## src/hdl/mec_pkg.sv

```systemverilog
// Package: types, constants and register codes for the escape-count block.
`timescale 1ns / 1ps
package mec_pkg;

    // Fixed-point layout
    localparam int FRAC_BITS = 28;
    localparam int CFG_W     = 32;      // widest configuration register
    localparam int CFG_IDX_W = 3;
    localparam int COORD_W   = 10;
    localparam int COUNT_W   = 16;
    localparam int C_W       = 43;      // exact c = start + index * step
    localparam int Z_W       = 44;      // z after one update, before the bound test
    localparam int MUL_W     = 31;      // |z| < 4.0 in Q4.28 fits 31 signed bits
    localparam int SQ_W      = 2 * MUL_W;

    localparam logic signed [Z_W-1:0] COMP_BOUND = Z_W'(64'sd1 <<< (FRAC_BITS + 2));
    localparam logic [SQ_W:0]         ESC_NORM   = (SQ_W+1)'(64'd1 << (2 * FRAC_BITS + 4));

    // Reset values of the configuration registers
    localparam logic signed [CFG_W-1:0] X_START_RST    = -32'sd158376919;
    localparam logic signed [CFG_W-1:0] Y_START_RST    = 32'sd126164664;
    localparam logic signed [CFG_W-1:0] X_STEP_RST     = 32'sd7864;
    localparam logic signed [CFG_W-1:0] Y_STEP_RST     = 32'sd7864;
    localparam logic [COUNT_W-1:0]      ITER_LIMIT_RST = 16'd216;

    typedef enum logic [CFG_IDX_W-1:0] {
        REG_X_START    = 3'd0,
        REG_Y_START    = 3'd1,
        REG_X_STEP     = 3'd2,
        REG_Y_STEP     = 3'd3,
        REG_ITER_LIMIT = 3'd4
    } cfg_index_t;

    typedef struct packed {
        logic [COORD_W-1:0] pixel_col;
        logic [COORD_W-1:0] pixel_row;
    } pix_in_t;

    typedef struct packed {
        logic [COORD_W-1:0] out_col;
        logic [COORD_W-1:0] out_row;
        logic [COUNT_W-1:0] escape_count;
    } pix_out_t;

    typedef enum logic [2:0] {
        ST_IDLE,
        ST_CINIT,
        ST_TEST,
        ST_UPDATE,
        ST_DONE
    } mec_state_t;

    typedef struct packed {
        logic load_in;   // latch position and index * step products
        logic init;      // form c, clear z and count
        logic square;    // register re^2, im^2, re*im
        logic step;      // z = z^2 + c, count + 1
        logic load_out;  // move position and count into the result register
    } ctrl_cmd_t;

    typedef struct packed {
        logic count_lt;  // count below the limit
        logic bound_ok;  // both components inside +/-4.0
        logic norm_ok;   // re^2 + im^2 below 16
    } dp_status_t;

endpackage

```

## src/hdl/mec_ctrl.sv

```systemverilog
// Controller: sequences accept, c set-up, square/update iterations and result hand-off.
`timescale 1ns / 1ps
module mec_ctrl (
    input  logic               clk,
    input  logic               rst_n,
    input  logic               pixel_valid,
    output logic               pixel_ready,
    output logic               result_valid,
    input  logic               result_ready,
    input  mec_pkg::dp_status_t status,
    output mec_pkg::ctrl_cmd_t  cmd
);
    import mec_pkg::*;

    mec_state_t state_reg;
    mec_state_t state_next;
    logic       out_valid_reg;
    logic       out_valid_next;

    always_ff @(posedge clk or negedge rst_n)
    begin
        if (!rst_n)
        begin
            state_reg     <= ST_IDLE;
            out_valid_reg <= 1'b0;
        end
        else
        begin
            state_reg     <= state_next;
            out_valid_reg <= out_valid_next;
        end
    end

    always_comb
    begin
        state_next = state_reg;
        case (state_reg)
            ST_IDLE:
            begin
                if (pixel_valid)
                begin
                    state_next = ST_CINIT;
                end
            end
            ST_CINIT:
            begin
                state_next = ST_TEST;
            end
            ST_TEST:
            begin
                state_next = (status.count_lt && status.bound_ok) ? ST_UPDATE : ST_DONE;
            end
            ST_UPDATE:
            begin
                state_next = status.norm_ok ? ST_TEST : ST_DONE;
            end
            ST_DONE:
            begin
                if (!out_valid_reg || result_ready)
                begin
                    state_next = ST_IDLE;
                end
            end
            default:
            begin
                state_next = ST_IDLE;
            end
        endcase
    end

    always_comb
    begin
        cmd         = '0;
        pixel_ready = 1'b0;
        case (state_reg)
            ST_IDLE:
            begin
                pixel_ready  = 1'b1;
                cmd.load_in  = pixel_valid;
            end
            ST_CINIT:
            begin
                cmd.init = 1'b1;
            end
            ST_TEST:
            begin
                cmd.square = status.count_lt && status.bound_ok;
            end
            ST_UPDATE:
            begin
                cmd.step = status.norm_ok;
            end
            ST_DONE:
            begin
                cmd.load_out = !out_valid_reg || result_ready;
            end
            default:
            begin
                cmd = '0;
            end
        endcase
    end

    // a new word may replace the one being taken in the same cycle
    always_comb
    begin
        if (cmd.load_out)
        begin
            out_valid_next = 1'b1;
        end
        else if (result_ready)
        begin
            out_valid_next = 1'b0;
        end
        else
        begin
            out_valid_next = out_valid_reg;
        end
    end

    assign result_valid = out_valid_reg;

endmodule

```

## config.mk

```make
export PLATFORM = sky130hd
export DESIGN_NAME = mec_ctrl
export DESIGN_NICKNAME = d
export VERILOG_FILES = /design/src/hdl/mec_pkg.sv /design/src/hdl/mec_ctrl.sv
export SDC_FILE = /design/constraint.sdc
export NUM_CORES = 1
export LEC_CHECK = 0
export ABC_AREA = 1
export BUFFER_PORTS_ARGS = -buffer_cell sky130_fd_sc_hd__clkbuf_2
export CAP_MARGIN = 20
export CORE_AREA = 3 3 40 42
export CTS_CLUSTER_DIAMETER = 30
export DETAILED_ROUTE_END_ITERATION = 6
export DIE_AREA = 0 0 43 45
export SYNTH_ARGS = -nofsm -noshare
export SYNTH_HDL_FRONTEND = slang
export SYNTH_SLANG_ARGS = --single-unit
```

## constraint.sdc

```tcl
create_clock -name clk -period 1.5 [get_ports clk]
set_input_delay 0.3 -clock clk [delete_from_list [all_inputs] [get_ports clk]]
set_output_delay 0.3 -clock clk [all_outputs]
set_load 0.05 [all_outputs]
```

==> impl_metrics.json <==
{
  "slew-limit-headroom_pct": 81.64,
  "worst_setup_path_start_kind": "register",
  "insertion_delay_ns": 0.24,
  "floorplan.die_area_sq_mm": 0.001935,
  "finalMaxSlewViolations": 0,
  "setup-violations-final": 1,
  "stdcell_area_sq_um": 494.2,
  "post_synth_inst_count": 35,
  "outcome": "finished, violations left",
  "drv_cap": 0,
  "port_buffers": 13,
  "cts_htree_levels": 1,
  "drive_gt1_share_pct": 62.96,
  "power_switching_share_pct": 51.72,
  "worstHoldPathType": "input pin to register",
  "final_critical_path_setup_slack_ns": -0.006207,
  "fp.dieH_um": 45,
  "internal_power_mw": 0.5863,
  "antenna_violating_nets_post_route": 0,
  "synth.distinct_cells": 16,
  "dp_hpwl_um": 489.2,
  "max_slew.worst_pin.slew_ns": 0.2766,
  "timing.final.hold_violations": 0,
  "timing.clock.skew_ns": 0.006727,
  "setup_repair_after_global_routing_missed_its_margin": "true",
  "gp_congestion": 0.7522,
  "synth-seq-cells": 4,
  "dominantRegCellSynth": "sky130_fd_sc_hd__dfrtp_1",
  "largest_reg_flops": 3,
  "synth.top_cells.by_area": "sky130_fd_sc_hd__dfrtp_1 (37%), sky130_fd_sc_hd__nand2_1 (7.0%), sky130_fd_sc_hd__nor2_1 (7.0%)",
  "worst-endpoint-required_ns": 1.20,
  "antenna_cells": 0,
  "synth_area_per_cell_sq_um": 7.686,
  "post_drt_via_cell_ratio": 4.304,
  "failed_checks": "negative setup slack",
  "worst_setup_hold_path_clk_slew_ns": 0.04,
  "critical_path_peak_fanout": 6,
  "worstPathArrival_ns": 1.21,
  "synth_nets": 42,
  "clock.fmax_ghz": 0.6639,
  "synth_commonest_cells": "sky130_fd_sc_hd__nand2_1 (5), sky130_fd_sc_hd__nor2_1 (5), sky130_fd_sc_hd__dfrtp_1 (4)",
  "synth_enable_flop_cells": 0,
  "design.portCount": 14,
  "async_reset_ff_share_pct": 100.0,
  "drc": 0,
  "power.total_mw": 1.214,
  "track_usage_pct": 8.939,
  "cts_root_buf": "sky130_fd_sc_hd__clkbuf_4",
  "critPathKind": "register to output port",
  "p_switching_mw": 0.6281,
  "finalSetupTns_ns": -0.006207,
  "grt_pass1_vias": 306,
  "pwr_density_cell_mw_per_mm2": 2457,
  "detailed_route_via_count": 297,
  "antenna_violations_before_repair": 0,
  "pwr-share-comb_pct": 65.6,
  "cts_tree": "built",
  "ctsLongestPathBuffers": 2,
  "drt_pass1_iterations": 1,
  "timing.critical_path.slowest_cell_delay_ns": 0.47,
  "post-route-min-period_ns": 1.506,
  "routed_wirelength_um": 688,
  "leakage_nw": 0.2376,
  "drt-initial-drc-count": 0,
  "rows": 13,
  "pin_count_of_the_biggest_net_entering_global_routing": 9,
  "slowest_stage": "sky130_fd_sc_hd__dfrtp_2",
  "clkPwrFrac_pct": 11.4,
  "netlist.area_leader.share_pct": 37.21,
  "design.core.area_sq_mm": 0.001285,
  "layout.nets": 63,
  "place_area_sq_um": 349.1,
  "cts-buffers-inserted": 3,
  "clk_sinks": 4,
  "netlist_area_sq_um": 269.0,
  "layout-area-overhead-vs-synth_pct": 83.72,
  "avgRoutedWirePerCell_um": 9.971,
  "timing.critical_path.cells": "nor4_4 -> clkbuf_8",
  "yosys_warnings": 0,
  "post-synth-top-area-cell": "sky130_fd_sc_hd__dfrtp_1",
  "wire_length_of_the_first_global_routing_pass_um": 1214,
  "synth_seq_area_share_pct": 37.21,
  "grt-ovfl-total": 0,
  "seqPwrFrac_pct": 23.0,
  "critPathCaptureType": "output port",
  "min_period_over_period_pct": 100.4,
  "floorplan.initialDensity_pct": 20.93,
  "fillerInstances": 140,
  "irDropWorstVdd_v": 0.0007102,
  "die_width_um": 43
}
## worst max-delay path: cells and delay by family, from the launching register on
kind                   cells  cell delay (ns)
buffers and inverters      1             0.22
flip-flops                 1             0.47
AND/OR/NAND/NOR            1             0.27
## stage by stage
step | hold slack (ns) | util [%] | setup WS [ns] | cells
floorplan | 0.004409 | - | 0.008026 | 35
finish | 0.2915 | 38.46 | -0.006207 | 69
CTS | 0.2854 | 35.83 | -0.02062 | 67
detailed placement | 0.1088 | 27.17 | 0.06639 | 61
global route | 0.2987 | 38.46 | -0.06260 | 69
global placement | 0.1103 | 27.17 | 0.1076 | 61
## final cells by class
cell class	count	area (sq um)	area share (%)
timing repair buffer	18	166.4	33.67
multi-input combinational	23	157.7	31.90
sequential	4	103.9	21.01
inverter	6	25.02	5.063
clock buffer	3	22.52	4.557
tap	15	18.77	3.797
## what timing repair did
action / 4_1_cts / 5_1_grt
endpoints found under the hold margin: 4 / 0
pin swaps: 3 / 4
cloned: 0 / 0
setup endpoints to repair: 6 / 6
buffers inserted: 2 / 2
hold buffers: 1 / 0
resized for setup: 17 / 8
## cell families after synthesis
family / Yosys count / share of synthesized area, %
buf+inv: 8 / 15.35
simple gates: 21 / 42.79
compound gates: 2 / 4.650
flops: 4 / 37.21
## power groups by stage
stage / registers, mW / clock network [mW] / logic (mW)
floorplan: 0.258 / 0 / 0.494
global placement: 0.254 / 0 / 0.573
detailed placement: 0.261 / 0 / 0.577
CTS: 0.281 / 0.147 / 0.717
global route: 0.290 / 0.159 / 0.848
finish: 0.280 / 0.138 / 0.797
## cells in the final DEF, fill, tap and decap left out
cell type and count:
sky130_fd_sc_hd__buf_4 3, sky130_fd_sc_hd__buf_6 1, sky130_fd_sc_hd__buf_8 4, sky130_fd_sc_hd__clkbuf_2 7, sky130_fd_sc_hd__clkbuf_4 3, sky130_fd_sc_hd__clkbuf_8 2
sky130_fd_sc_hd__dfrtp_1 1, sky130_fd_sc_hd__dfrtp_2 3, sky130_fd_sc_hd__dlygate4sd3_1 1, sky130_fd_sc_hd__inv_1 3, sky130_fd_sc_hd__inv_2 2, sky130_fd_sc_hd__inv_4 1
sky130_fd_sc_hd__nand2_1 4, sky130_fd_sc_hd__nand2_2 1, sky130_fd_sc_hd__nand3_1 3, sky130_fd_sc_hd__nand3_2 1, sky130_fd_sc_hd__nand4_1 2, sky130_fd_sc_hd__nor2_1 4
sky130_fd_sc_hd__nor2_2 1, sky130_fd_sc_hd__nor2_4 3, sky130_fd_sc_hd__nor3_2 1, sky130_fd_sc_hd__nor4_4 1, sky130_fd_sc_hd__o211ai_1 1, sky130_fd_sc_hd__o21ai_0 1
## worst paths after layout
check,startpoint,endpoint,slack (ns),cells past startpoint
min in group asynchronous,rst_n,result_valid$_DFFE_PN0P_,0.40,2
worst max register to register,state_reg[0]$_DFFE_PN0P_,state_reg[0]$_DFFE_PN0P_,0.42,6
worst min-delay path,result_ready,result_valid$_DFFE_PN0P_,0.29,2
worst min register to register,result_valid$_DFFE_PN0P_,result_valid$_DFFE_PN0P_,0.58,2
max in group asynchronous,rst_n,state_reg[2]$_DFFE_PN0P_,0.96,2
worst max-delay path,state_reg[0]$_DFFE_PN0P_,cmd[4],-0.006,2
## routing by layer
metal  track usage (%)  share of wire, %
met4             9.036               1.2
met1             9.732                40
met5                 0                 0
met2             12.28                50
met3             4.382               9.3
(Power assumes the default switching activity.)
